===== src/hdl/vqdm_pkg.sv =====
// Types and constants shared by the virtqueue descriptor manager.
package vqdm_pkg;

  typedef enum logic [2:0] {
    ST_IDLE,
    ST_SCAN,
    ST_EMIT,
    ST_WALK_RD,
    ST_WALK_UPD,
    ST_FINAL
  } state_t;

  localparam logic [2:0] KIND_DESC   = 3'd0;
  localparam logic [2:0] KIND_AVAIL  = 3'd1;
  localparam logic [2:0] KIND_DONE   = 3'd2;
  localparam logic [2:0] KIND_ERR    = 3'd3;
  localparam logic [2:0] KIND_NOFREE = 3'd4;

  localparam logic [1:0] FLAG_NONE  = 2'b00;
  localparam logic [1:0] FLAG_NEXT  = 2'b01;
  localparam logic [1:0] FLAG_WRITE = 2'b10;

  localparam logic [1:0] EMIT_HDR   = 2'd0;
  localparam logic [1:0] EMIT_DATA  = 2'd1;
  localparam logic [1:0] EMIT_STS   = 2'd2;
  localparam logic [1:0] EMIT_AVAIL = 2'd3;

  localparam logic [1:0] CFG_HEADER_BASE  = 2'd0;
  localparam logic [1:0] CFG_STATUS_BASE  = 2'd1;
  localparam logic [1:0] CFG_SECTOR_BYTES = 2'd2;

  localparam logic [12:0] HDR_LEN        = 13'd16;
  localparam logic [12:0] STS_LEN        = 13'd1;
  localparam logic [12:0] SECTOR_DEFAULT = 13'd512;
  localparam logic [7:0]  STATUS_OK      = 8'h00;
  localparam logic [1:0]  LAST_TAKE      = 2'd2;

  typedef struct packed {
    logic        mode;
    logic [31:0] lba;
    logic [47:0] data_addr;
    logic        is_write;
    logic [2:0]  used_head;
    logic [7:0]  dev_status;
  } in_t;

  typedef struct packed {
    logic [2:0]  kind;
    logic [2:0]  slot;
    logic [47:0] buf_addr;
    logic [12:0] byte_len;
    logic [1:0]  desc_flags;
    logic [2:0]  next_slot;
    logic        req_type;
    logic [31:0] sector_out;
    logic [15:0] ring_pos;
    logic        last;
  } out_t;

  typedef struct packed {
    logic clear;
    logic run;
  } scan_ctl_t;

  typedef struct packed {
    logic hit;
    logic empty;
  } scan_res_t;

endpackage


===== src/hdl/virtqueue_descriptor_manager_unit.sv =====
// Split virtqueue descriptor manager for block requests: sequencer, free map and result port.
//
// One transaction is worked at a time; in_stall is high from acceptance until the
// sequencer has loaded the transaction's final result into the output register. A submit
// is accepted, then takes three slots in the free-slot finder (one slot found per cycle,
// one 8-slot chunk of the free map examined per cycle, NCHUNK = SLOTS/8 rounded up), then
// emits header, data, status and avail results, one per cycle while out_stall stays low,
// writing the header, data and status links into the chain memory. A submit with fewer
// than three free slots releases what it took and ends in one "no free" result. A
// successful completion is accepted, then walks the chain with a memory read and then a
// free per slot, then gives its result. A failed completion goes from acceptance
// straight to its error result.
module virtqueue_descriptor_manager_unit import vqdm_pkg::*; #(
  parameter int SLOTS = 8
) (
  input  logic        clk,
  input  logic        rst_n,
  input  logic        in_valid,
  output logic        in_stall,
  input  in_t         in_data,
  output logic        out_valid,
  input  logic        out_stall,
  output out_t        out_data,
  input  logic        cfg_we,
  input  logic [1:0]  cfg_index,
  input  logic [47:0] cfg_data
);

  localparam int IDX_W  = $clog2(SLOTS);
  localparam int STEP_W = $clog2(SLOTS + 1);
  localparam int RAM_W  = IDX_W + 2;
  localparam logic [8:0] SLOTS_V = 9'(SLOTS);
  localparam logic [STEP_W-1:0] STEP_LAST = STEP_W'(SLOTS - 1);

  state_t             state_r, state_nxt;
  logic               out_valid_r, out_valid_nxt;
  out_t               out_data_r, out_data_nxt;
  logic [47:0]        hdr_base_r, hdr_base_nxt;
  logic [47:0]        sts_base_r, sts_base_nxt;
  logic [12:0]        sec_bytes_r, sec_bytes_nxt;
  logic [SLOTS-1:0]   free_map_r, free_map_nxt;
  logic [SLOTS-1:0]   in_flight_r, in_flight_nxt;
  logic [15:0]        avail_idx_r, avail_idx_nxt;
  logic [15:0]        used_idx_r, used_idx_nxt;
  logic [IDX_W-1:0]   idx_r [3];
  logic [IDX_W-1:0]   idx_nxt [3];
  logic [1:0]         got_r, got_nxt;
  logic [1:0]         emit_r, emit_nxt;
  logic [IDX_W-1:0]   cur_r, cur_nxt;
  logic [STEP_W-1:0]  steps_r, steps_nxt;
  logic [31:0]        lba_r, lba_nxt;
  logic [47:0]        data_addr_r, data_addr_nxt;
  logic               is_write_r, is_write_nxt;
  logic [2:0]         res_kind_r, res_kind_nxt;
  logic [2:0]         res_slot_r, res_slot_nxt;

  scan_ctl_t          scan_ctl;
  scan_res_t          scan_res;
  logic [IDX_W-1:0]   scan_idx;

  logic               ram_we;
  logic [IDX_W-1:0]   ram_waddr;
  logic [RAM_W-1:0]   ram_wdata;
  logic [RAM_W-1:0]   ram_rdata;
  logic [1:0]         rd_flags;
  logic [IDX_W-1:0]   rd_next;

  logic               out_free;
  logic               head_ok;
  logic               cur_ok;
  logic [IDX_W-1:0]   head_idx;
  out_t               res;

  vqdm_free_scan #(.SLOTS(SLOTS)) u_scan (
    .clk      (clk),
    .rst_n    (rst_n),
    .free_map (free_map_r),
    .ctl      (scan_ctl),
    .res      (scan_res),
    .idx      (scan_idx)
  );

  vqdm_chain_ram #(.DEPTH(SLOTS), .WIDTH(RAM_W)) u_chain (
    .clk   (clk),
    .we    (ram_we),
    .waddr (ram_waddr),
    .wdata (ram_wdata),
    .raddr (cur_r),
    .rdata (ram_rdata)
  );

  assign rd_flags  = ram_rdata[RAM_W-1 -: 2];
  assign rd_next   = ram_rdata[IDX_W-1:0];
  assign out_free  = !out_valid_r || !out_stall;
  assign head_ok   = 9'(in_data.used_head) < SLOTS_V;
  assign head_idx  = IDX_W'(in_data.used_head);
  assign cur_ok    = 9'(cur_r) < SLOTS_V;

  assign in_stall  = (state_r != ST_IDLE);
  assign out_valid = out_valid_r;
  assign out_data  = out_data_r;

  always_comb begin
    state_nxt     = state_r;
    out_valid_nxt = out_valid_r && out_stall;
    out_data_nxt  = out_data_r;
    hdr_base_nxt  = hdr_base_r;
    sts_base_nxt  = sts_base_r;
    sec_bytes_nxt = sec_bytes_r;
    free_map_nxt  = free_map_r;
    in_flight_nxt = in_flight_r;
    avail_idx_nxt = avail_idx_r;
    used_idx_nxt  = used_idx_r;
    idx_nxt       = idx_r;
    got_nxt       = got_r;
    emit_nxt      = emit_r;
    cur_nxt       = cur_r;
    steps_nxt     = steps_r;
    lba_nxt       = lba_r;
    data_addr_nxt = data_addr_r;
    is_write_nxt  = is_write_r;
    res_kind_nxt  = res_kind_r;
    res_slot_nxt  = res_slot_r;
    scan_ctl      = '0;
    ram_we        = 1'b0;
    ram_waddr     = idx_r[0];
    ram_wdata     = '0;
    res           = '0;

    if (cfg_we) begin
      case (cfg_index)
        CFG_HEADER_BASE:  hdr_base_nxt  = cfg_data;
        CFG_STATUS_BASE:  sts_base_nxt  = cfg_data;
        CFG_SECTOR_BYTES: sec_bytes_nxt = cfg_data[12:0];
        default: ;
      endcase
    end

    case (state_r)
      ST_IDLE: begin
        if (in_valid) begin
          if (!in_data.mode) begin
            lba_nxt        = in_data.lba;
            data_addr_nxt  = in_data.data_addr;
            is_write_nxt   = in_data.is_write;
            got_nxt        = '0;
            scan_ctl.clear = 1'b1;
            state_nxt      = ST_SCAN;
          end else begin
            res_slot_nxt = in_data.used_head;
            if (!head_ok || !in_flight_r[head_idx] || in_data.dev_status != STATUS_OK) begin
              res_kind_nxt = KIND_ERR;
              state_nxt    = ST_FINAL;
            end else begin
              cur_nxt   = head_idx;
              steps_nxt = '0;
              state_nxt = ST_WALK_RD;
            end
          end
        end
      end

      ST_SCAN: begin
        scan_ctl.run = 1'b1;
        if (scan_res.hit) begin
          free_map_nxt[scan_idx] = 1'b0;
          idx_nxt[got_r]         = scan_idx;
          if (got_r == LAST_TAKE) begin
            emit_nxt  = EMIT_HDR;
            state_nxt = ST_EMIT;
          end else begin
            got_nxt = got_r + 2'd1;
          end
        end else if (scan_res.empty) begin
          // Give back the slots taken so far.
          for (int i = 0; i < 3; i++) begin
            if (2'(i) < got_r) begin
              free_map_nxt[idx_r[i]] = 1'b1;
            end
          end
          res_kind_nxt = KIND_NOFREE;
          res_slot_nxt = '0;
          state_nxt    = ST_FINAL;
        end
      end

      ST_EMIT: begin
        if (out_free) begin
          out_valid_nxt = 1'b1;
          emit_nxt      = emit_r + 2'd1;
          case (emit_r)
            EMIT_HDR: begin
              res.kind       = KIND_DESC;
              res.slot       = 3'(idx_r[0]);
              res.buf_addr   = hdr_base_r + 48'({idx_r[0], 4'b0000});
              res.byte_len   = HDR_LEN;
              res.desc_flags = FLAG_NEXT;
              res.next_slot  = 3'(idx_r[1]);
              res.req_type   = is_write_r;
              res.sector_out = lba_r;
              ram_we         = 1'b1;
              ram_waddr      = idx_r[0];
              ram_wdata      = {FLAG_NEXT, idx_r[1]};
            end
            EMIT_DATA: begin
              res.kind       = KIND_DESC;
              res.slot       = 3'(idx_r[1]);
              res.buf_addr   = data_addr_r;
              res.byte_len   = sec_bytes_r;
              res.desc_flags = FLAG_NEXT | (is_write_r ? FLAG_NONE : FLAG_WRITE);
              res.next_slot  = 3'(idx_r[2]);
              ram_we         = 1'b1;
              ram_waddr      = idx_r[1];
              ram_wdata      = {res.desc_flags, idx_r[2]};
            end
            EMIT_STS: begin
              res.kind       = KIND_DESC;
              res.slot       = 3'(idx_r[2]);
              res.buf_addr   = sts_base_r + 48'(idx_r[0]);
              res.byte_len   = STS_LEN;
              res.desc_flags = FLAG_WRITE;
              ram_we         = 1'b1;
              ram_waddr      = idx_r[2];
              ram_wdata      = {FLAG_WRITE, {IDX_W{1'b0}}};
            end
            EMIT_AVAIL: begin
              res.kind                = KIND_AVAIL;
              res.slot                = 3'(idx_r[0]);
              res.ring_pos            = avail_idx_r;
              res.last                = 1'b1;
              avail_idx_nxt           = avail_idx_r + 16'd1;
              in_flight_nxt[idx_r[0]] = 1'b1;
              state_nxt               = ST_IDLE;
            end
            default: ;
          endcase
          out_data_nxt = res;
        end
      end

      ST_WALK_RD: begin
        // Stop at a slot that is already free or out of range.
        if (!cur_ok || free_map_r[cur_r]) begin
          used_idx_nxt = used_idx_r + 16'd1;
          res_kind_nxt = KIND_DONE;
          state_nxt    = ST_FINAL;
        end else begin
          state_nxt = ST_WALK_UPD;
        end
      end

      ST_WALK_UPD: begin
        free_map_nxt[cur_r]  = 1'b1;
        in_flight_nxt[cur_r] = 1'b0;
        if (!rd_flags[0] || steps_r == STEP_LAST) begin
          used_idx_nxt = used_idx_r + 16'd1;
          res_kind_nxt = KIND_DONE;
          state_nxt    = ST_FINAL;
        end else begin
          cur_nxt   = rd_next;
          steps_nxt = steps_r + STEP_W'(1);
          state_nxt = ST_WALK_RD;
        end
      end

      ST_FINAL: begin
        if (out_free) begin
          res.kind      = res_kind_r;
          res.slot      = res_slot_r;
          res.last      = 1'b1;
          out_data_nxt  = res;
          out_valid_nxt = 1'b1;
          state_nxt     = ST_IDLE;
        end
      end

      default: begin
        state_nxt = ST_IDLE;
      end
    endcase
  end

  always_ff @(posedge clk) begin
    if (!rst_n) begin
      state_r     <= ST_IDLE;
      out_valid_r <= 1'b0;
      hdr_base_r  <= '0;
      sts_base_r  <= '0;
      sec_bytes_r <= SECTOR_DEFAULT;
      free_map_r  <= '1;
      in_flight_r <= '0;
      avail_idx_r <= '0;
      used_idx_r  <= '0;
      got_r       <= '0;
      emit_r      <= EMIT_HDR;
      steps_r     <= '0;
    end else begin
      state_r     <= state_nxt;
      out_valid_r <= out_valid_nxt;
      hdr_base_r  <= hdr_base_nxt;
      sts_base_r  <= sts_base_nxt;
      sec_bytes_r <= sec_bytes_nxt;
      free_map_r  <= free_map_nxt;
      in_flight_r <= in_flight_nxt;
      avail_idx_r <= avail_idx_nxt;
      used_idx_r  <= used_idx_nxt;
      got_r       <= got_nxt;
      emit_r      <= emit_nxt;
      steps_r     <= steps_nxt;
    end
  end

  always_ff @(posedge clk) begin
    out_data_r  <= out_data_nxt;
    idx_r       <= idx_nxt;
    cur_r       <= cur_nxt;
    lba_r       <= lba_nxt;
    data_addr_r <= data_addr_nxt;
    is_write_r  <= is_write_nxt;
    res_kind_r  <= res_kind_nxt;
    res_slot_r  <= res_slot_nxt;
  end

endmodule


===== src/hdl/vqdm_chain_ram.sv =====
// Chain link memory: flags and next slot per descriptor, registered read.
module vqdm_chain_ram #(
  parameter int DEPTH = 8,
  parameter int WIDTH = 5
) (
  input  logic                     clk,
  input  logic                     we,
  input  logic [$clog2(DEPTH)-1:0] waddr,
  input  logic [WIDTH-1:0]         wdata,
  input  logic [$clog2(DEPTH)-1:0] raddr,
  output logic [WIDTH-1:0]         rdata
);

  logic [WIDTH-1:0] mem [DEPTH];

  always_ff @(posedge clk) begin
    if (we) begin
      mem[waddr] <= wdata;
    end
    rdata <= mem[raddr];
  end

endmodule


===== src/hdl/vqdm_free_scan.sv =====
// Free slot finder: one free_map chunk per cycle on run, lowest set bit first.
module vqdm_free_scan import vqdm_pkg::*; #(
  parameter int SLOTS = 8
) (
  input  logic                     clk,
  input  logic                     rst_n,
  input  logic [SLOTS-1:0]         free_map,
  input  scan_ctl_t                ctl,
  output scan_res_t                res,
  output logic [$clog2(SLOTS)-1:0] idx
);

  localparam int IDX_W  = $clog2(SLOTS);
  localparam int CHUNK  = (SLOTS < 8) ? SLOTS : 8;
  localparam int NCHUNK = (SLOTS + CHUNK - 1) / CHUNK;
  localparam int CUR_W  = (NCHUNK > 1) ? $clog2(NCHUNK) : 1;
  localparam int CH_W   = $clog2(CHUNK);
  localparam int PAD    = NCHUNK * CHUNK;
  localparam logic [CUR_W-1:0] LAST_CUR = CUR_W'(NCHUNK - 1);

  logic [CUR_W-1:0] cursor_r, cursor_nxt;
  logic [PAD-1:0]   padded;
  logic [CHUNK-1:0] chunk;
  logic [CH_W-1:0]  pos;
  logic             hit;

  assign padded = PAD'(free_map);
  assign chunk  = padded[cursor_r*CHUNK +: CHUNK];
  assign hit    = |chunk;

  // Walk down so the lowest set bit wins.
  always_comb begin
    pos = '0;
    for (int i = CHUNK - 1; i >= 0; i--) begin
      if (chunk[i]) begin
        pos = CH_W'(i);
      end
    end
  end

  assign idx       = IDX_W'(int'(cursor_r) * CHUNK + int'(pos));
  assign res.hit   = hit;
  assign res.empty = !hit && (cursor_r == LAST_CUR);

  always_comb begin
    cursor_nxt = cursor_r;
    if (ctl.clear) begin
      cursor_nxt = '0;
    end else if (ctl.run && !hit && cursor_r != LAST_CUR) begin
      cursor_nxt = cursor_r + CUR_W'(1);
    end
  end

  always_ff @(posedge clk) begin
    if (!rst_n) begin
      cursor_r <= '0;
    end else begin
      cursor_r <= cursor_nxt;
    end
  end

endmodule


===== config.mk =====
export PLATFORM = sky130hd
export DESIGN_NAME = virtqueue_descriptor_manager_unit
export DESIGN_NICKNAME = d
export VERILOG_FILES = /design/src/hdl/vqdm_pkg.sv /design/src/hdl/virtqueue_descriptor_manager_unit.sv /design/src/hdl/vqdm_chain_ram.sv /design/src/hdl/vqdm_free_scan.sv
export SDC_FILE = /design/constraint.sdc
export NUM_CORES = 1
export LEC_CHECK = 0
export BUFFER_PORTS_ARGS = -buffer_cell sky130_fd_sc_hd__buf_2
export CORE_AREA = 2 2 337 172
export CTS_CLUSTER_DIAMETER = 100
export DETAILED_ROUTE_END_ITERATION = 12
export DIE_AREA = 0 0 339 174
export GPL_ROUTABILITY_DRIVEN = 0
export HOLD_SLACK_MARGIN = 0.12
export SLEW_MARGIN = 5
export SYNTH_ARGS = -nofsm -noshare
export SYNTH_HDL_FRONTEND = slang
export SYNTH_SLANG_ARGS = --single-unit

===== constraint.sdc =====
create_clock -name clk -period 27.9 [get_ports clk]
set_clock_uncertainty 0.1 [all_clocks]
set_input_delay 4.185 -clock clk [delete_from_list [all_inputs] [get_ports clk]]
set_output_delay 4.185 -clock clk [all_outputs]
set_load 0.005 [all_outputs]

# After elaboration in Yosys (flattened, before gate mapping)
# Memory sizes are Yosys's and may differ from the RTL's. A register that Yosys moved wholly into a read port is not among the register bits.
# Index checks and enable logic that the tools add are counted.
[word_totals] reg_bits=375 ramBits=40 in_bits=148 out_inout_bits=124 wordCells=259 memories=1
[memory_table] memory="u_chain.mem" depth=8 width=5 read_ports=1 rd_clocked_by_memory_dff=1 write_ports=1 line="vqdm_chain_ram.sv:14" rtl="logic [WIDTH-1:0] mem [DEPTH];"
[op_classes] add_sub_neg=8 order_cmp=16 eq_ne=30 n_shift=1 muxes=110 n_bitwise=13 n_reduce_logical=49
[op_table] cell="$mux W122" count=2
[op_table] cell="$pmux W122 S2" count=1
[op_table] cell="$pmux W63 S3" count=1
[op_table] cell="$mux W3" count=36
[op_table] cell="$mux W8" count=13
[op_table] cell="$add A48 B3 Y48" count=1
[op_table] cell="$add A48 B7 Y48" count=1
[op_table] cell="$or A8 B8 Y8" count=5
[op_table] cell="$mux W33" count=1
[op_table] cell="$pmux W8 S2" count=2
[op_table] cell="$ne A2 B2 Y1 const B" count=14
[op_table] cell="$lt A3 B4 Y1 const B" count=6
[op_table] cell="$pmux W3 S2" count=4
[op_table] cell="$pmux W6 S4" count=1
[op_table] cell="$mux W1" count=19
[op_table] cell="$pmux W3 S6" count=1
[op_table] cell="$mux W17" count=1
[op_table] cell="$add A16 B1 Y16 const B" count=1
[op_table] cell="$and A8 B8 Y8" count=2
[op_table] cell="$mux W2" count=8
[op_table] cell="$mux W4" count=4
[op_table] cell="$not A8 Y8" count=2
[op_table] cell="$demux W1 S3" count=5
[op_table] cell="$ge A3 B1 Y1 const B" count=5
[op_table] cell="other kinds (46)" count=91

# Longest topological paths before layout
# Gate-level depths: netlist (run 1).
[depth] word_depth=19 depth_mapped=10 ltp_nobuf=9

# Hierarchy
# Synthesis (run 1) repeated with hierarchy kept, for this count alone.
[hier_totals] cells_unflattened=1739 hier_area_um2=18884.4
[by_module_without_submodules] module="virtqueue_descriptor_manager_unit" instances=1 cells_each=1642 area_each_um2=17055.1 seq_area_each_um2=9699.3
[by_module_without_submodules] module="vqdm_chain_ram" instances=1 cells_each=75 area_each_um2=1694.1 seq_area_each_um2=1301.2
[by_module_without_submodules] module="vqdm_free_scan" instances=1 cells_each=22 area_each_um2=135.1 seq_area_each_um2=20.0

# Least setup slack after synthesis (run 1)
# Ideal clock, no wire load.
[synth_timing] kind="input to register" start="input out_stall" end="register out_data_r, in the netlist out_data[0], enable pin" setup_time_ns=0.788 t_arrival_ns=13.125 required_time_ns=27.012 path_slack_ns=13.887 cell_stages=2 n_path_buf=0 path_cell_list="nand2_1 -> a21boi_0"
[synth_via] elab_chain_len=4 word_cells_on_any_way=5 cone_classes="2 x eq/ne; 3 x reduce/logical"
[synth_rtl] element="start, declared" line="virtqueue_descriptor_manager_unit.sv:22" rtl="input logic out_stall,"
[synth_rtl] element="$logic_not A1 Y1 (*)" line="virtqueue_descriptor_manager_unit.sv:94" rtl="assign out_free = !out_valid_r || !out_stall;"
[synth_rtl] element="$logic_or A1 B1 Y1 (*)" line="virtqueue_descriptor_manager_unit.sv:94"
[synth_rtl] element="$ne A2 B2 Y1 (no line)"
[synth_rtl] element="$reduce_and A3 Y1 (no line) (*)"
[synth_rtl] element="end signal, assigned" line="virtqueue_descriptor_manager_unit.sv:314" rtl="out_data_r <= out_data_nxt;"
[synth_rtl] element="end, declared" line="virtqueue_descriptor_manager_unit.sv:37" rtl="out_t out_data_r, out_data_nxt;"
# Mark *: on every way between the ends. The rest lies on a longest branch, timed or not.
# A chain may end at the register's enable or synchronous reset.

# Worst setup path after layout (run 1)
[layout_timing] start="input out_stall" end="register out_data_r, in the netlist out_data[79], enable pin"
# The elaborated chain is that of the path after synthesis.

==> impl_metrics.ini, run 1 <==
[worst_setup_path]
crit_type = primary input to flip-flop
setup.worst_path.start_class = primary input
crit_arrival_ps = 6580
path_buf_inv = 3
required_ps = 27970
slowest_delay_ps = 840
cp-end-kind = flip-flop
cp_cell_sequence = buf_2, nand2_1, a21boi_4, buf_4, buf_4
cpMostUsedCell = buf_4
crit_family = buffers and inverters
crit_slowest_cell = buf_4
crit_path_max_fanout = 69

[cts]
htree_levels = 2
clkTransAtPathRegs_ps = 70
numCtsBuffers = 41
post_cts_buffers = 0
cts_tree = built
clk-insertion-delay-late_ps = 560
cts_sinks = 411
ctsHoldBuffers = 0
cts_root_buffer = clkbuf_16
clk_path_buf_depth = 3
cts_resized = 0

[cells_and_area]
seq_area_um2 = 10800
drive_gt1_share_pct = 19.0
area_growth_pct = 19.2
fin_cells = 2809
finish.net_count = 2172
design_area_um2 = 21900
n_fill_cell = 5573
multi_input_area_um2 = 7080

[power]
switching_share_pct = 29.4
p_leak_uw = 0.00795
clock_power_share_pct = 34.4
comb_power_share_pct = 18.1
netSwitchingPower_uw = 508
power_uw = 1730
irDropWorstVdd_uv = 60.8
p_int_uw = 1220
p_per_area_nw_per_um2 = 78.9
p_seq_share_pct = 47.5

[route]
wl_met1_um = 27500
routed_wl_um = 57500
final_antenna_net_count = 0
wire_per_inst_um = 20.5
wl_met2_um = 22800
dr_wl_met3_um = 5710
drc = 0
drt_iter0_drc = 1674
via_count = 14949
avgViaCountPerCell = 5.32
highest_layer = met5
drt_first_pass_iters = 9

[run_status]
status = completed

[synthesis]
syn_area_um2 = 18400
synth_area_leader_cell = edfxtp_1
yosysMostFrequentCell = nand2_1
synth-simple-area-share_pct = 20.2
ys_ff_latch = 411
synth_area_leaders = edfxtp_1 41%, dfxtp_1 17%, nand2_1 6.8%, a21oi_1 4.2%, and3_1 2.6%
synth_ff_type = edfxtp_1
synthAdderAreaFrac_pct = 1.31
avgSynthCellArea_um2 = 10.3
synth_xor_area_share_pct = 3.77
syn_inst = 1782
synth_cell_types = 77
yosysSeqAreaShare_pct = 58.6
synth_compound_area_share_pct = 11.6
synth_top_cell_area_share_pct = 41.4
synth-edff-count = 253
async_reset_ff_share_pct = 0
yosys_warnings = 0
synth_top_family_by_area = simple AND/OR/NAND/NOR gates
synth_nets = 1948
synthMuxAreaShare_pct = 1.40
synthTopCellsByCount = 331 x nand2_1, 253 x edfxtp_1, 158 x dfxtp_1, 155 x a21oi_1, 113 x nor2_1

[global_route]
grt_pass1_wl_um = 86500
grt_use_total_pct = 18.9
antenna_found_initial = 12
globalRouteOverflowTotal = 0
grt_pass1_vias = 14244
grt_max_degree = 73

[timing]
hold_viol = 0
timing.fmax_ghz = 0.154
fin_setup_tns_ps = 0
drv_slew = 0
finalCriticalPeriod_ps = 6510
relSlewSlack_pct = 14.8
fin_crit_sh_pct = 23.3
rsz0062_at_grt = false
setup_violations = 0
worstMarginPinSlew_ps = 1270

[placement]
port_buffers = 271
placed_area_um2 = 20500
placed_cells = 2731
dp_hpwl_um = 40400

[floorplan]
die_area_um2 = 59000
core_um2 = 56400
die_h_um = 174
row_count = 62
ioPinCount = 272
die_w_um = 339
initial_core_util_pct = 32.6

[run]
drv_cap = 0

[min_path]
hold_path_class = flip-flop to flip-flop
## metrics by stage
stage / hold slack, ps / worst slack, ps / utilization [%]
2_1_floorplan: 332 / 13890 / -
3_3_place_gp: 343 / 20860 / 36.3
3_5_place_dp: 346 / 20760 / 36.3
4_1_cts: 358 / 21360 / 38.8
5_1_grt: 374 / 21220 / 38.8
6_report: 359 / 21390 / 38.8
## per-layer routing
layer / global-route usage [%] / vias up
met5: 0 / -
li1: - / 6931
met4: 5.13 / 6
met1: 28.7 / 7173
met3: 5.36 / 106
met2: 25.9 / 733
## state kept, by name, summed over array words and instances, names as in the netlist, 4 cells and up
register,flops
out_data,122
data_addr_r,48
hdr_base_r,48
sts_base_r,48
lba_r,32
u_chain.mem,32
avail_idx_r,16
sec_bytes_r,13
idx_r,9
free_map_r,8
in_flight_r,8
steps_r,4
u_chain.rdata,4
## final cells by class
cell class / instances / share of cell area [%]
Inverter: 36 / 0.629
Tap cell: 768 / 4.39
Multi-Input combinational cell: 1223 / 32.3
Clock buffer: 50 / 5.13
Sequential cell: 411 / 49.2
Timing Repair Buffer: 293 / 6.95
Clock inverter: 24 / 1.38
Antenna cell: 4 / 0.0457
## logic make-up (layout without fill, tap and decap cells)
logic type,count (synthesis),count (layout)
simple gates,769,769
mux,21,21
other cells,0,4
fa+ha+maj,18,18
buf+inv,148,403
flops,411,411
xor+xnor,79,79
compound gates,336,336
## path summary, 6_finish.rpt
check	startpoint	to	slack (ps)	depth (start not counted)
max	out_stall	out_data[79]$_SDFFCE_PN0P_	21390	5
min	sec_bytes_r[6]$_SDFFE_PN0P_	sec_bytes_r[6]$_SDFFE_PN0P_	360	2
max reg2reg	state_r[0]$_SDFFE_PN0P_	out_data[79]$_SDFFCE_PN0P_	23280	5
min reg2reg	sec_bytes_r[6]$_SDFFE_PN0P_	sec_bytes_r[6]$_SDFFE_PN0P_	360	2
## layout by cell type, fill, tap and decap left out, types with 32 or more instances in the layout
cell type  synthesis  layout
nand2_1          331     330
buf_2              0     271
edfxtp_1         253     253
dfxtp_1          158     158
a21oi_1          155     155
nor2_1           113     112
and3_1            76      76
nand3_1           50      50
clkbuf_16          0      43
xnor2_1           40      40
xor2_1            39      39
nor3_1            36      36
inv_1             34      34
o21ai_0           34      34
nor4_1            32      32
nand4_1           32      32
## power groups by stage
| stage | Clock, uW | Combinational (uW) | Sequential (uW) |
|---|---|---|---|
| floorplan | 0 | 165 | 852 |
| global placement | 0 | 308 | 833 |
| detailed placement | 0 | 314 | 834 |
| CTS | 610 | 314 | 822 |
| global route | 633 | 345 | 832 |
| finish | 594 | 312 | 821 |
## worst min-delay path: cells and delay by family, from the launching register on
kind,cells,cell delay [ps]
AO/OA/AOI/OAI,1,50
AND/OR/NAND/NOR,1,50
flip-flops,1,310
(Power assumes the default switching activity.)
==> run 2: changes to the inputs <==
clock period = 6.61 ns   (was 27.9 ns; I/O delays follow)
==> run 2 against run 1 <==
Sequential share of layout area grew 0.17 points. Clock power rose to 4.1 times the previous value. Die area stayed put. Register-to-register slack got worse by 20000 ps. Routed wire length up 3.8%.
==> impl_metrics.ini, run 2 (same netlist as run 1, synthesis figures left out) <==
[cells_and_area]
multi_input_area_um2 = 7070
seq_area_um2 = 10800
area_growth_pct = 18.8
n_fill_cell = 5571
drive_gt1_share_pct = 18.8
finish.net_count = 2170
fin_util_pct = 38.7
fin_cells = 2807
layout_common_cells = 331 x nand2_1, 271 x buf_2, 253 x edfxtp_1, 158 x dfxtp_1, 155 x a21oi_1
final_common_cell = nand2_1
largest_register_ffs = 122

[route]
via_count = 15150
final_antenna_net_count = 0
drc = 0
wire_per_inst_um = 21.3
routed_wl_um = 59700
drt_iter0_drc = 1827
drt_first_pass_iters = 6
avgViaCountPerCell = 5.40

[global_route]
grt_pass1_vias = 14345
grt_use_total_pct = 19.6
globalRouteOverflowTotal = 0
grt_pass1_wl_um = 89800
antenna_found_initial = 8
grt_max_degree = 103

[worst_setup_path]
cp_cell_sequence = ha_1, inv_1, fa_1, nand2b_1, a2111o_1, nor3_1, xor2_1, a222oi_1, nor2_1
worst_setup_path_startpoint = idx_r[6]$_DFFE_PP_
crit_arrival_ps = 3930
crit_type = flip-flop to flip-flop
crit_family = compound AO/OA/AOI/OAI gates
worstReg2RegStart = idx_r[6]$_DFFE_PP_
setup.worst_path.start_class = flip-flop
cp-end-kind = flip-flop
path_buf_inv = 1
setup.worst_path.end = out_data[100]$_SDFFCE_PN0P_
crit_cells = 9
slowest_delay_ps = 720
r2r-end = out_data[100]$_SDFFCE_PN0P_
reg2reg_setup_slack_ps = 2870
required_ps = 6800
crit_slowest_cell = a2111o_1
crit_path_max_fanout = 13
r2r_cells = 9

[placement]
placed_cells = 2729
dp_hpwl_um = 41200
port_buffers = 271
post-place-ws_ps = 2910

[cts]
clk_path_buf_depth = 3
ctsHoldBuffers = 0
cts_resized = 0
htree_levels = 2
clk-insertion-delay-late_ps = 560
cts_sinks = 411
cts_root_buffer = clkbuf_16
numCtsBuffers = 41
post_cts_buffers = 0
cts_tree = built
clkTransAtPathRegs_ps = 70

[timing]
rsz0062_at_grt = false
setup_violations = 0
timing.fmax_ghz = 0.267
worstMarginPinSlew_ps = 1130
relSlewSlack_pct = 24.6
fin_ws_ps = 2870
fin_crit_sh_pct = 56.6
hold_viol = 0
drv_slew = 0
finalCriticalPeriod_ps = 3740
fin_setup_tns_ps = 0

[min_path]
min_from = sec_bytes_r[8]$_SDFFE_PN0P_
hold_path_class = flip-flop to flip-flop

[power]
power_uw = 7230
p_per_area_nw_per_um2 = 331
irDropWorstVdd_uv = 249
p_leak_uw = 0.00789

[floorplan]
die_area_um2 = 59000
die_w_um = 339
ioPinCount = 272
core_um2 = 56400
initial_core_util_pct = 32.6
die_h_um = 174
row_count = 62

[run]
drv_cap = 0

[run_status]
status = completed
[run 2: stage by stage]
stage	area (um^2)	hold WS, ps
5_1_grt	21800	371
6_report	21800	356
3_3_place_gp	20400	341
2_1_floorplan	18400	332
3_5_place_dp	20400	347
4_1_cts	21800	356
[run 2: layer usage]
layer	up-vias	wire, um	global-route usage (%)	share of wire [%]
met5	-	22	0	0.037
met4	4	1050	4.17	1.8
met3	86	5960	5.11	10
met2	769	24100	27.0	40
met1	7349	28500	30.4	48
li1	6942	-	-	-
[run 2: power breakdown]
| part | switching [uW] | total, uW | internal [uW] |
|---|---|---|---|
| registers | 207 | 3470 | 3270 |
| logic | 914 | 1340 | 430 |
| clock network | 1050 | 2410 | 1360 |
| total | 2170 | 7230 | 5060 |
[run 2: final cells by class]
type	count	area share [%]
Antenna cell	3	0.0344
Clock buffer	55	5.13
Clock inverter	20	1.10
Inverter	36	0.631
Multi-Input combinational cell	1223	32.4
Sequential cell	411	49.3
Tap cell	768	4.41
Timing Repair Buffer	291	6.96
[run 2: worst min path at each step]
stage	cells past startpoint	end	slack (ps)
2_1_floorplan	2	sec_bytes_r[10]$_SDFFE_PN0P_	330
3_3_place_gp	2	sec_bytes_r[12]$_SDFFE_PN0P_	340
3_5_place_dp	2	sec_bytes_r[4]$_SDFFE_PN0P_	350
4_1_cts	2	sec_bytes_r[2]$_SDFFE_PN0P_	360
5_1_grt	2	sec_bytes_r[12]$_SDFFE_PN0P_	370
6_report	2	sec_bytes_r[8]$_SDFFE_PN0P_	360
[run 2: worst register-to-register path, delay by kind of cell (launching register included)]
family | cells | cell delay (ps)
and+or+nand+nor | 3 | 890
xor gates and xnor gates | 1 | 130
buffers and inverters | 1 | 60
adders and majority gates | 2 | 680
DFF | 1 | 620
AOI/OAI and AO/OA | 2 | 1010
